File: src/hdl/sxl_pkg.sv
// Shared types and constants for the s-expression token lexer.
package sxl_pkg;

    localparam int KIND_W  = 3;
    localparam int ERROR_W = 2;
    localparam int VALUE_W = 64;
    localparam int CHAR_W  = 8;

    localparam logic ACTION_BYTE = 1'b0;
    localparam logic ACTION_END  = 1'b1;

    localparam logic [KIND_W-1:0] KIND_LPAREN     = 3'd0;
    localparam logic [KIND_W-1:0] KIND_RPAREN     = 3'd1;
    localparam logic [KIND_W-1:0] KIND_INTEGER    = 3'd2;
    localparam logic [KIND_W-1:0] KIND_SYMBOL     = 3'd3;
    localparam logic [KIND_W-1:0] KIND_END        = 3'd4;
    localparam logic [KIND_W-1:0] KIND_UNEXPECTED = 3'd5;

    localparam logic [ERROR_W-1:0] ERR_NONE    = 2'd0;
    localparam logic [ERROR_W-1:0] ERR_RANGE   = 2'd1;
    localparam logic [ERROR_W-1:0] ERR_INVALID = 2'd2;

    typedef struct packed {
        logic push0;
        logic push1;
    } push_t;

endpackage

File: src/hdl/sxl_outq.sv
// Four-entry result queue that takes up to two words per cycle and gives one per cycle while out_ready is high.
module sxl_outq #(
    parameter int DATA_W = 8
) (
    input  logic              clk,
    input  logic              rst_n,
    input  sxl_pkg::push_t    push,
    input  logic [DATA_W-1:0] din0,
    input  logic [DATA_W-1:0] din1,
    output logic              ready,
    output logic              out_valid,
    input  logic              out_ready,
    output logic [DATA_W-1:0] dout
);
    import sxl_pkg::*;

    localparam int DEPTH = 4;
    localparam int PTR_W = $clog2(DEPTH);
    localparam int CNT_W = $clog2(DEPTH + 1);

    logic [DATA_W-1:0] mem [DEPTH];
    logic [PTR_W-1:0]  wr_ptr_reg, wr_ptr_next;
    logic [PTR_W-1:0]  rd_ptr_reg, rd_ptr_next;
    logic [CNT_W-1:0]  count_reg, count_next;
    logic [1:0]        n_push;
    logic              pop;

    assign out_valid = (count_reg != '0);
    assign ready     = (count_reg <= CNT_W'(DEPTH - 2));
    assign pop       = out_valid && out_ready;
    assign n_push    = {1'b0, push.push0} + {1'b0, push.push1};
    assign dout      = mem[rd_ptr_reg];

    always_comb
    begin
        wr_ptr_next = wr_ptr_reg + PTR_W'(n_push);
        rd_ptr_next = rd_ptr_reg + PTR_W'(pop);
        count_next  = count_reg + CNT_W'(n_push) - CNT_W'(pop);
    end

    always_ff @(posedge clk)
    begin
        if (push.push0)
        begin
            mem[wr_ptr_reg] <= din0;
        end
        if (push.push1)
        begin
            mem[wr_ptr_reg + PTR_W'(1)] <= din1;
        end
    end

    always_ff @(posedge clk or negedge rst_n)
    begin
        if (!rst_n)
        begin
            wr_ptr_reg <= '0;
            rd_ptr_reg <= '0;
            count_reg  <= '0;
        end
        else
        begin
            wr_ptr_reg <= wr_ptr_next;
            rd_ptr_reg <= rd_ptr_next;
            count_reg  <= count_next;
        end
    end

endmodule

File: src/hdl/sxl_scan.sv
// Scanner state, character classes, integer accumulation and token formation.
module sxl_scan #(
    parameter int POSITION_BITS = 32,
    localparam int RAW_W = sxl_pkg::ERROR_W + sxl_pkg::VALUE_W + 6 * POSITION_BITS
                           + sxl_pkg::CHAR_W,
    localparam int TDATA_W = ((RAW_W + 7) / 8) * 8,
    localparam int ENTRY_W = TDATA_W + sxl_pkg::KIND_W + 1
) (
    input  logic                       clk,
    input  logic                       rst_n,
    input  logic                       take,
    input  logic                       action,
    input  logic [sxl_pkg::CHAR_W-1:0] byte_req,
    output sxl_pkg::push_t             push,
    output logic [ENTRY_W-1:0]         entry0,
    output logic [ENTRY_W-1:0]         entry1
);
    import sxl_pkg::*;

    localparam int P = POSITION_BITS;

    localparam logic [CHAR_W-1:0] CH_TAB        = 8'h09;
    localparam logic [CHAR_W-1:0] CH_LF         = 8'h0A;
    localparam logic [CHAR_W-1:0] CH_CR         = 8'h0D;
    localparam logic [CHAR_W-1:0] CH_SPACE      = 8'h20;
    localparam logic [CHAR_W-1:0] CH_BANG       = 8'h21;
    localparam logic [CHAR_W-1:0] CH_LPAREN     = 8'h28;
    localparam logic [CHAR_W-1:0] CH_RPAREN     = 8'h29;
    localparam logic [CHAR_W-1:0] CH_STAR       = 8'h2A;
    localparam logic [CHAR_W-1:0] CH_PLUS       = 8'h2B;
    localparam logic [CHAR_W-1:0] CH_MINUS      = 8'h2D;
    localparam logic [CHAR_W-1:0] CH_DOT        = 8'h2E;
    localparam logic [CHAR_W-1:0] CH_SLASH      = 8'h2F;
    localparam logic [CHAR_W-1:0] CH_ZERO       = 8'h30;
    localparam logic [CHAR_W-1:0] CH_NINE       = 8'h39;
    localparam logic [CHAR_W-1:0] CH_SEMI       = 8'h3B;
    localparam logic [CHAR_W-1:0] CH_LESS       = 8'h3C;
    localparam logic [CHAR_W-1:0] CH_EQUAL      = 8'h3D;
    localparam logic [CHAR_W-1:0] CH_GREATER    = 8'h3E;
    localparam logic [CHAR_W-1:0] CH_QUEST      = 8'h3F;
    localparam logic [CHAR_W-1:0] CH_UPPER_A    = 8'h41;
    localparam logic [CHAR_W-1:0] CH_UPPER_Z    = 8'h5A;
    localparam logic [CHAR_W-1:0] CH_UNDERSCORE = 8'h5F;
    localparam logic [CHAR_W-1:0] CH_LOWER_A    = 8'h61;
    localparam logic [CHAR_W-1:0] CH_LOWER_Z    = 8'h7A;

    // Largest magnitudes that can take one more digit (0 to 8, or 9) without passing 2^63.
    localparam logic [VALUE_W-1:0] ACC_LIMIT    = 64'd922337203685477580;
    localparam logic [VALUE_W-1:0] ACC_LIMIT_9  = 64'd922337203685477579;
    localparam logic [VALUE_W-1:0] NEG_LIMIT    = 64'h8000_0000_0000_0000;
    localparam logic [VALUE_W-1:0] POS_LIMIT    = 64'h7FFF_FFFF_FFFF_FFFF;

    typedef enum logic [2:0] {
        MODE_NORMAL  = 3'b001,
        MODE_COMMENT = 3'b010,
        MODE_WORD    = 3'b100
    } mode_t;

    typedef struct packed {
        logic minus;
        logic digit_first;
        logic saw_digit;
        logic not_int;
    } wflags_t;

    typedef struct packed {
        logic [CHAR_W-1:0]  bad_char;
        logic [P-1:0]       end_col;
        logic [P-1:0]       end_line;
        logic [P-1:0]       start_col;
        logic [P-1:0]       start_line;
        logic [P-1:0]       end_offset;
        logic [P-1:0]       start_offset;
        logic [VALUE_W-1:0] value;
        logic [ERROR_W-1:0] error;
    } tok_t;

    mode_t              mode_reg, mode_next;
    logic [P-1:0]       offset_reg, offset_next;
    logic [P-1:0]       line_reg, line_next;
    logic [P-1:0]       col_reg, col_next;
    logic [P-1:0]       wstart_off_reg, wstart_off_next;
    logic [P-1:0]       wstart_line_reg, wstart_line_next;
    logic [P-1:0]       wstart_col_reg, wstart_col_next;
    wflags_t            flags_reg, flags_next;
    logic [VALUE_W-1:0] mag_reg, mag_next;
    logic               ovf_reg, ovf_next;

    logic               is_digit, is_alpha, is_punct, is_sym, is_ws, is_lf;
    logic [3:0]         digit;
    logic [VALUE_W-1:0] acc_limit, acc_mag;
    logic               acc_ovf;
    logic [P-1:0]       off_inc, line_inc, col_inc, adv_line, adv_col;
    logic               w_int, w_range_bad;
    logic [KIND_W-1:0]  w_kind, b_kind;
    tok_t               w_tok, b_tok;
    logic               flush, emit;

    assign is_lf    = (byte_req == CH_LF);
    assign is_ws    = (byte_req == CH_SPACE) || (byte_req == CH_TAB) ||
                      (byte_req == CH_CR) || is_lf;
    assign is_digit = (byte_req >= CH_ZERO) && (byte_req <= CH_NINE);
    assign is_alpha = ((byte_req >= CH_UPPER_A) && (byte_req <= CH_UPPER_Z)) ||
                      ((byte_req >= CH_LOWER_A) && (byte_req <= CH_LOWER_Z));
    assign is_punct = (byte_req == CH_UNDERSCORE) || (byte_req == CH_MINUS) ||
                      (byte_req == CH_QUEST) || (byte_req == CH_BANG) ||
                      (byte_req == CH_LESS) || (byte_req == CH_GREATER) ||
                      (byte_req == CH_EQUAL) || (byte_req == CH_PLUS) ||
                      (byte_req == CH_STAR) || (byte_req == CH_SLASH) ||
                      (byte_req == CH_DOT);
    assign is_sym   = is_digit || is_alpha || is_punct;
    assign digit    = 4'(byte_req - CH_ZERO);

    // Decimal accumulation; once overflowed the magnitude is frozen.
    assign acc_limit = (digit == 4'd9) ? ACC_LIMIT_9 : ACC_LIMIT;
    assign acc_ovf   = ovf_reg || (mag_reg > acc_limit);
    assign acc_mag   = (mag_reg << 3) + (mag_reg << 1) + VALUE_W'(digit);

    // Position counters saturate at all ones.
    assign off_inc  = (offset_reg == '1) ? offset_reg : offset_reg + P'(1);
    assign line_inc = (line_reg == '1) ? line_reg : line_reg + P'(1);
    assign col_inc  = (col_reg == '1) ? col_reg : col_reg + P'(1);
    assign adv_line = is_lf ? line_inc : line_reg;
    assign adv_col  = is_lf ? P'(1) : col_inc;

    assign w_int       = !flags_reg.not_int && flags_reg.saw_digit;
    assign w_range_bad = ovf_reg || (flags_reg.minus ? (mag_reg > NEG_LIMIT)
                                                     : (mag_reg > POS_LIMIT));
    assign w_kind      = w_int ? KIND_INTEGER : KIND_SYMBOL;

    always_comb
    begin
        w_tok              = '0;
        w_tok.start_offset = wstart_off_reg;
        w_tok.start_line   = wstart_line_reg;
        w_tok.start_col    = wstart_col_reg;
        w_tok.end_offset   = offset_reg;
        w_tok.end_line     = line_reg;
        w_tok.end_col      = col_reg;
        if (w_int)
        begin
            w_tok.error = w_range_bad ? ERR_RANGE : ERR_NONE;
            if (!w_range_bad)
            begin
                w_tok.value = flags_reg.minus ? -mag_reg : mag_reg;
            end
        end
        else
        begin
            w_tok.error = flags_reg.digit_first ? ERR_INVALID : ERR_NONE;
        end
    end

    always_comb
    begin
        b_tok              = '0;
        b_tok.start_offset = offset_reg;
        b_tok.start_line   = line_reg;
        b_tok.start_col    = col_reg;
        if (action == ACTION_END)
        begin
            b_tok.end_offset = offset_reg;
            b_tok.end_line   = line_reg;
            b_tok.end_col    = col_reg;
        end
        else
        begin
            b_tok.end_offset = off_inc;
            b_tok.end_line   = adv_line;
            b_tok.end_col    = adv_col;
        end
        b_tok.bad_char = (b_kind == KIND_UNEXPECTED) ? byte_req : '0;
    end

    always_comb
    begin
        mode_next        = mode_reg;
        offset_next      = offset_reg;
        line_next        = line_reg;
        col_next         = col_reg;
        wstart_off_next  = wstart_off_reg;
        wstart_line_next = wstart_line_reg;
        wstart_col_next  = wstart_col_reg;
        flags_next       = flags_reg;
        mag_next         = mag_reg;
        ovf_next         = ovf_reg;
        flush            = 1'b0;
        emit             = 1'b0;
        b_kind           = KIND_END;
        if (take)
        begin
            if (action == ACTION_END)
            begin
                // A pending word goes out ahead of End, then the scan starts over.
                flush            = (mode_reg == MODE_WORD);
                emit             = 1'b1;
                mode_next        = MODE_NORMAL;
                offset_next      = '0;
                line_next        = P'(1);
                col_next         = P'(1);
                wstart_off_next  = '0;
                wstart_line_next = P'(1);
                wstart_col_next  = P'(1);
                flags_next       = '0;
                mag_next         = '0;
                ovf_next         = 1'b0;
            end
            else
            begin
                offset_next = off_inc;
                line_next   = adv_line;
                col_next    = adv_col;
                if (mode_reg == MODE_COMMENT)
                begin
                    if (is_lf)
                    begin
                        mode_next = MODE_NORMAL;
                    end
                end
                else if ((mode_reg == MODE_WORD) && is_sym)
                begin
                    if (is_digit)
                    begin
                        flags_next.saw_digit = 1'b1;
                        ovf_next             = acc_ovf;
                        mag_next             = acc_ovf ? mag_reg : acc_mag;
                    end
                    else
                    begin
                        flags_next.not_int = 1'b1;
                    end
                end
                else
                begin
                    flush     = (mode_reg == MODE_WORD);
                    mode_next = MODE_NORMAL;
                    if (is_ws)
                    begin
                        mode_next = MODE_NORMAL;
                    end
                    else if (byte_req == CH_SEMI)
                    begin
                        mode_next = MODE_COMMENT;
                    end
                    else if (byte_req == CH_LPAREN)
                    begin
                        emit   = 1'b1;
                        b_kind = KIND_LPAREN;
                    end
                    else if (byte_req == CH_RPAREN)
                    begin
                        emit   = 1'b1;
                        b_kind = KIND_RPAREN;
                    end
                    else if (is_sym)
                    begin
                        mode_next              = MODE_WORD;
                        wstart_off_next        = offset_reg;
                        wstart_line_next       = line_reg;
                        wstart_col_next        = col_reg;
                        flags_next.minus       = (byte_req == CH_MINUS);
                        flags_next.digit_first = is_digit;
                        flags_next.saw_digit   = is_digit;
                        flags_next.not_int     = !is_digit && (byte_req != CH_MINUS);
                        mag_next               = is_digit ? VALUE_W'(digit) : '0;
                        ovf_next               = 1'b0;
                    end
                    else
                    begin
                        emit   = 1'b1;
                        b_kind = KIND_UNEXPECTED;
                    end
                end
            end
        end
    end

    assign push.push0 = flush || emit;
    assign push.push1 = flush && emit;
    assign entry1     = {b_kind, 1'b1, TDATA_W'(b_tok)};
    assign entry0     = flush ? {w_kind, !emit, TDATA_W'(w_tok)} : entry1;

    always_ff @(posedge clk or negedge rst_n)
    begin
        if (!rst_n)
        begin
            mode_reg        <= MODE_NORMAL;
            offset_reg      <= '0;
            line_reg        <= P'(1);
            col_reg         <= P'(1);
            wstart_off_reg  <= '0;
            wstart_line_reg <= P'(1);
            wstart_col_reg  <= P'(1);
            flags_reg       <= '0;
            mag_reg         <= '0;
            ovf_reg         <= 1'b0;
        end
        else
        begin
            mode_reg        <= mode_next;
            offset_reg      <= offset_next;
            line_reg        <= line_next;
            col_reg         <= col_next;
            wstart_off_reg  <= wstart_off_next;
            wstart_line_reg <= wstart_line_next;
            wstart_col_reg  <= wstart_col_next;
            flags_reg       <= flags_next;
            mag_reg         <= mag_next;
            ovf_reg         <= ovf_next;
        end
    end

endmodule

File: src/hdl/sexpr_token_lexer_top.sv
// Top level of the s-expression token lexer.
//
// Channel  Dir  tdata                         tuser        tlast
// s_*      in   byte_req                      action       -
// m_*      out  error, value, spans, bad_char kind         last
//
// One byte word is taken per cycle while s_tready is high; the scanner state updates
// in that cycle and its tokens enter a four-entry result queue, visible in the next cycle.
// A byte gives zero, one or two tokens; the queue drains one token per cycle while m_tready is high.
// s_tready is low while the queue has fewer than two free entries.
// Reset (rst_n low, asynchronous) empties the queue and restarts the scan at
// offset 0, line 1, column 1. m_tready low only stalls the queue.
module sexpr_token_lexer_top #(
    parameter int POSITION_BITS = 32,
    localparam int RAW_W = sxl_pkg::ERROR_W + sxl_pkg::VALUE_W + 6 * POSITION_BITS
                           + sxl_pkg::CHAR_W,
    localparam int TDATA_W = ((RAW_W + 7) / 8) * 8
) (
    input  logic                       clk,
    input  logic                       rst_n,
    input  logic                       s_tvalid,
    output logic                       s_tready,
    input  logic [sxl_pkg::CHAR_W-1:0] s_tdata,  // byte_req
    input  logic                       s_tuser,  // action
    output logic                       m_tvalid,
    input  logic                       m_tready,
    // error, value, start_offset, end_offset, start_line, start_col,
    // end_line, end_col, bad_char, zero fill
    output logic [TDATA_W-1:0]         m_tdata,
    output logic [sxl_pkg::KIND_W-1:0] m_tuser,  // kind
    output logic                       m_tlast
);
    import sxl_pkg::*;

    localparam int ENTRY_W = TDATA_W + KIND_W + 1;

    push_t              push;
    logic [ENTRY_W-1:0] entry0, entry1, head;
    logic               take;

    assign take = s_tvalid && s_tready;

    sxl_scan #(
        .POSITION_BITS(POSITION_BITS)
    ) u_scan (
        .clk      (clk),
        .rst_n    (rst_n),
        .take     (take),
        .action   (s_tuser),
        .byte_req (s_tdata),
        .push     (push),
        .entry0   (entry0),
        .entry1   (entry1)
    );

    sxl_outq #(
        .DATA_W(ENTRY_W)
    ) u_outq (
        .clk       (clk),
        .rst_n     (rst_n),
        .push      (push),
        .din0      (entry0),
        .din1      (entry1),
        .ready     (s_tready),
        .out_valid (m_tvalid),
        .out_ready (m_tready),
        .dout      (head)
    );

    assign m_tuser = head[ENTRY_W-1 -: KIND_W];
    assign m_tlast = head[TDATA_W];
    assign m_tdata = head[TDATA_W-1:0];

endmodule

File: config.mk
export PLATFORM = sky130hd
export DESIGN_NAME = sexpr_token_lexer_top
export DESIGN_NICKNAME = d
export VERILOG_FILES = /design/src/hdl/sxl_pkg.sv /design/src/hdl/sxl_outq.sv /design/src/hdl/sxl_scan.sv /design/src/hdl/sexpr_token_lexer_top.sv
export SDC_FILE = /design/constraint.sdc
export NUM_CORES = 2
export LEC_CHECK = 0
export BUFFER_PORTS_ARGS = -buffer_cell sky130_fd_sc_hd__buf_2
export CORE_MARGIN = 2
export CORE_UTILIZATION = 50
export CTS_BUF_LIST = sky130_fd_sc_hd__clkbuf_4
export DETAILED_ROUTE_END_ITERATION = 10
export HOLD_SLACK_MARGIN = 0.12
export PLACE_DENSITY = 0.69
export SLEW_MARGIN = 40
export SYNTH_ARGS = -nofsm -noshare
export SYNTH_HDL_FRONTEND = slang
export SYNTH_SLANG_ARGS = --single-unit
File: constraint.sdc
create_clock -name clk -period 8.07 [get_ports clk]
set_input_delay 0 -clock clk [delete_from_list [all_inputs] [get_ports clk]]
set_output_delay 0 -clock clk [all_outputs]
set_load 0.01 [all_outputs]
# ---- After elaboration in Yosys (flattened, before gate mapping)
# Memories as Yosys holds them, arrays and structs flattened.
# Index checks and enable logic that the tools add are counted.
# W data, S select, Z words.
dict set report classes {
  addsub 13
  magnitude_cmp 10
  n_eq_ne 41
  mux 111
  n_reduce_logical 39
}
# operator n
set ops {}
lappend ops {{$mux W32} 33}
lappend ops {{$mux W64} 14}
lappend ops {{$mux W276} 1}
lappend ops {{$eq A8 B6 Y1 const B} 14}
lappend ops {{$add A32 B1 Y32 const B} 3}
lappend ops {{$eq A32 B32 Y1 const B} 3}
lappend ops {{$add A64 B4 Y64} 1}
lappend ops {{$add A64 B64 Y64} 1}
lappend ops {{$gt A64 B63 Y1 const B} 1}
lappend ops {{$gt A64 B64 Y1} 1}
lappend ops {{$gt A64 B64 Y1 const B} 1}
lappend ops {{$neg A64 Y64} 1}
lappend ops {{$mux W3} 18}
lappend ops {{$mux W1} 32}
lappend ops {{$mux W4} 8}
lappend ops {{$eq A8 B4 Y1 const B} 3}
lappend ops {{$reduce_and A8 Y1} 3}
lappend ops {{$logic_or A1 B1 Y1} 19}
lappend ops {{$ne A3 B2 Y1 const B} 6}
lappend ops {{$ge A8 B7 Y1 const B} 2}
lappend ops {{$le A8 B7 Y1 const B} 2}
lappend ops {{$ne A2 B2 Y1 const B} 6}
lappend ops {{$logic_and A1 B1 Y1} 9}
lappend ops {{$ne A3 B3 Y1 const B} 3}
lappend ops {{other kinds (22)} 29}
dict set report word_totals {
  regBits 271
  mem_bits_rw 1104
  inputBits 13
  output_inout_bits 278
  elab_cells 231
  mem_count 1
}
# memory depth word_bits rd rd_clocked_by_memory_dff write_ports line_no
set mem_list {}
lappend mem_list {u_outq.mem 4 276 1 0 2 sxl_outq.sv:21} ;# logic [DATA_W-1:0] mem [DEPTH];

# ---- Logic depth before layout (Yosys ltp)
dict set report depth {
  word_depth 25
  mapped_depth 20
  ltp_nobuf 14
}

# ---- Hierarchy
# From an unflattened synthesis, not the netlist that was laid out.
dict set report hier_totals {
  hier_cells 5957
  area_unflattened_um2 77197.8
}
# module n_inst cells_per_inst area_each_um2
set modules_own_cells {}
lappend modules_own_cells {sxl_outq 1 2707 53169.7}
lappend modules_own_cells {sxl_scan 1 3249 24021.8}
lappend modules_own_cells {sexpr_token_lexer_top 1 1 6.3}

# ---- Worst setup path after synthesis
# No wires, ideal clock.
dict set report synth_timing {
  kind {input-to-reg}
  startpoint {in s_tdata[4] (netlist bit)}
  endpoint {mem u_outq.mem[3][100] (netlist bit), enable pin}
  setup_time_ps 1606
  arrival_time_ps 6159
  t_required_ps 6464
  slack_ps 306
  stages 16
  n_path_buf 7
  cell_sequence {clkbuf_1 nor3_1 o2bb2ai_1 o32ai_1 a21oi_1 o21ai_0 clkbuf_1 inv_1 buf_2 buf_1 clkbuf_1 ha_1 clkbuf_1 nand2_1 clkbuf_1 nand2_1}
}
# item line_no
set synth_lines {}
lappend synth_lines {{from (decl)} sexpr_token_lexer_top.sv:23} ;# input logic [sxl_pkg::CHAR_W-1:0] s_tdata,
lappend synth_lines {{to (decl)} sxl_outq.sv:21}

==> impl_metrics.py <==
metrics = {
    "status": {
        "status": "complete, no violations",
    },
    "cts": {
        "clk_pin_slew_ns": 0.06,
        "holdBufCountCts": 48,
        "cts_resized": 0,
        "cts_buffer_depth": 4,
        "cts_root_buf": "clkbuf_4",
        "postCtsSetupBuffers": 0,
        "htreeDepth": 5,
        "clock_sinks": 1351,
        "cts_tree": "done",
        "clock_latency_ns": 1.33,
        "cts_made_buffers": 370,
    },
    "placement": {
        "hpwl_mm": 127,
        "gp_congestion": 0.928,
        "dpl.cell_count": 8088,
        "pre_cts_ws_ns": 2.20,
        "port_buffers": 284,
    },
    "layout": {
        "largest_reg_flops": 1080,
        "nFillCells": 11936,
        "final_cells": 8803,
        "nNetsFinal": 6787,
        "final_cell_mix": "o21ai_0 (842), nand2_1 (827), edfxtp_1 (808)",
        "drive_gt1_frac": 0.193,
        "layout_commonest_cell": "o21ai_0",
        "syn2layout_area_growth_pct": 11.3,
    },
    "setup_path": {
        "worst_ep_required_time_ns": 9.18,
        "critPathMaxFanout": 48,
        "worstSetupPathType": "in2reg",
        "worstSetupEndpointType": "flip-flop",
        "cp_cell_sequence": "dlygate4sd3_1 > dlygate4sd3_1 > buf_2 > dlygate4sd3_1 > nand2_1 > dlygate4sd3_1 > o2bb2ai_1 > o32ai_1 > dlygate4sd3_1 > a21o_1 > dlygate4sd3_1 > o31a_1 > nor2_2 > ha_1 > nand2_4 > buf_4 > o21ai_4 > buf_4 > buf_4 > a22o_1",
        "arrival_ns": 8.57,
        "cp_top_family": "buffers and inverters",
        "slowest_stage": "dlygate4sd3_1",
        "path_buf_inv": 10,
        "cpMostUsedCell": "dlygate4sd3_1",
        "slowest_delay_ns": 0.76,
        "worst_setup_path_start_kind": "input port",
    },
    "timing": {
        "timing.fmax_mhz": 134,
        "clock_skew_ns": 0.138,
        "setup_viol_count_final": 0,
        "worstMarginPinSlew_ns": 0.945,
        "final.setup.worst_slack_ns": 0.611,
        "hold_viol": 0,
        "slew_headroom": 0.370,
        "maxSlewViolCount": 0,
        "setup_tns_ns": 0,
        "fin_crit_ns": 7.46,
        "min_period_over_period": 0.924,
        "rsz0062_at_grt": "no",
    },
    "logic_synthesis": {
        "synth_adder_area_share": 0.0250,
        "syn_area_per_cell_um2": 10.8,
        "synth_xor_area_frac": 0.0159,
        "synth_top_family_by_area": "compound AO/OA/AOI/OAI gates",
        "yosys_warnings": 0,
        "synthSimpleGateAreaFrac": 0.125,
        "ys_seq_elements": 1351,
        "synth-edff-count": 808,
        "synthMuxAreaShare": 0.0931,
        "synthFlopType": "edfxtp_1",
        "synth.distinct_cells": 87,
        "synth_compound_area_frac": 0.180,
        "yosysSeqAreaShare": 0.522,
        "synthesis.area_um2": 70000,
        "syn_inst": 6507,
        "ys_async_sr_fraction": 0.201,
    },
    "drt": {
        "vias_per_cell": 6.41,
        "drt-initial-drc-count": 6256,
        "drtPass1Iterations": 6,
        "dr_total_vias": 56455,
        "drt_wl_total_mm": 218,
        "ant_nets": 0,
        "drcViolationCount": 0,
        "routedWlPerCell_um": 24.8,
    },
    "grt": {
        "grt_overflow": 0,
        "antenna_found_initial": 15,
        "grt_pass1_wl_mm": 332,
        "grt_max_degree": 132,
        "grt_pass1_vias": 55757,
        "grt.total_usage": 0.303,
    },
    "floorplan": {
        "dieHeight_um": 378,
        "rows": 137,
        "die_width_um": 378,
        "ioPinCount": 291,
        "start_util": 0.503,
        "die_area_um2": 143000,
        "coreArea_um2": 139000,
    },
    "pwr": {
        "peakVddDrop_mv": 0.269,
        "power_per_cell_area_nw_per_um2": 272,
        "fin_total_pwr_mw": 21.2,
        "p_leak_nw": 28.8,
    },
    "worst_hold_path": {
        "hold_path.class": "in2reg",
    },
    "run": {
        "drv_cap": 0,
    },
}
-- worst min-delay path: cells and delay by family --
kind	cells	cell delay [ns]
AND/OR/NAND/NOR	4	0.73
buffers and inverters	2	0.71
AO/OA/AOI/OAI	1	0.09
-- power by group --
| part | total (mW) | internal, mW | switching (mW) |
|---|---|---|---|
| clock network | 6.26 | 3.36 | 2.90 |
| logic | 6.36 | 2.30 | 4.07 |
| registers | 8.53 | 8.01 | 0.519 |
| total | 21.2 | 13.7 | 7.49 |
-- Yosys cell counts (all sizes together) (10+ instances only) --
cell | count | area (um2)
a211oi | 14 | 105
a21o | 58 | 435
a21oi | 208 | 1040
a22o | 448 | 3920
a22oi | 13 | 97.6
a311oi | 47 | 412
a31oi | 17 | 106
and2 | 21 | 131
and3 | 52 | 325
buf | 125 | 554
clkbuf | 542 | 2030
dfrtp | 266 | 6660
dfxtp | 272 | 5450
edfxtp | 808 | 24300
ha | 135 | 1690
inv | 47 | 176
mux2i | 43 | 430
mux4 | 270 | 6080
nand2 | 852 | 3230
nand2b | 42 | 263
nand3 | 421 | 2110
nand4 | 48 | 300
nor2 | 253 | 950
nor2b | 21 | 131
nor3 | 95 | 487
nor4 | 21 | 131
o211ai | 10 | 75.1
o21ai | 857 | 4290
o21bai | 15 | 113
o22ai | 27 | 169
o31ai | 150 | 1130
or2 | 18 | 115
or3 | 33 | 211
or4 | 18 | 139
xnor2 | 92 | 806
xor2 | 35 | 307
-- stage by stage --
stage	util	cell area, um2	hold WS, ns
final	0.559	77900	0.289
after detailed placement	0.520	72400	0.0536
after global routing	0.559	77900	0.257
after global placement	0.519	72300	0.0480
after CTS	0.558	77700	0.123
after floorplan	-	70000	-0.296
-- layer usage --
layer | GRT usage | routed length (um)
met3 | 0.0734 | 23100
met5 | 0 | 74
met1 | 0.393 | 84500
met2 | 0.481 | 102000
met4 | 0.139 | 8520
-- logic make-up after synthesis --
group                    Yosys count
XOR/XNOR                         127
other                              1
AND/OR/NAND/NOR                 1922
multiplexers                     313
flip-flops                      1351
adder cells (fa/ha/maj)          138
buffers and inverters            716
AO/OA/AOI/OAI                   1939
-- area by class of cell --
cell class / instances / area, um2 / area share
Sequential cell: 1351 / 36500 / 0.469
Antenna cell: 6 / 15.0 / 0.000193
Multi-Input combinational cell: 4445 / 31100 / 0.399
Inverter: 49 / 199 / 0.00255
Tap cell: 1876 / 2350 / 0.0301
Timing Repair Buffer: 419 / 2970 / 0.0381
Clock buffer: 577 / 4330 / 0.0556
Clock inverter: 80 / 420 / 0.00540
-- final timing paths --
kind                                                 start                               endpoint  slack [ns]  depth (start not counted)
setup reg to reg             u_outq.count_reg[0]$_DFF_PN0_           u_outq.mem[3][145]$_DFFE_PP_        2.34                         14
min in group asynchronous                            rst_n         u_scan.mag_reg[41]$_DFFE_PN0P_        0.31                          5
max in group asynchronous                            rst_n  u_scan.wstart_col_reg[20]$_DFFE_PN0P_        6.39                          7
hold reg to reg            u_outq.mem[0][274]$_SDFFE_PP0P_        u_outq.mem[0][274]$_SDFFE_PP0P_        0.45                          2
hold / removal                                  s_tdata[5]         u_scan.mode_reg[0]$_DFFE_PN1P_        0.29                          7
setup / recovery                                s_tdata[4]           u_outq.mem[3][145]$_DFFE_PP_        0.61                         20
Note: power is estimated with default switching activity, not from simulation.
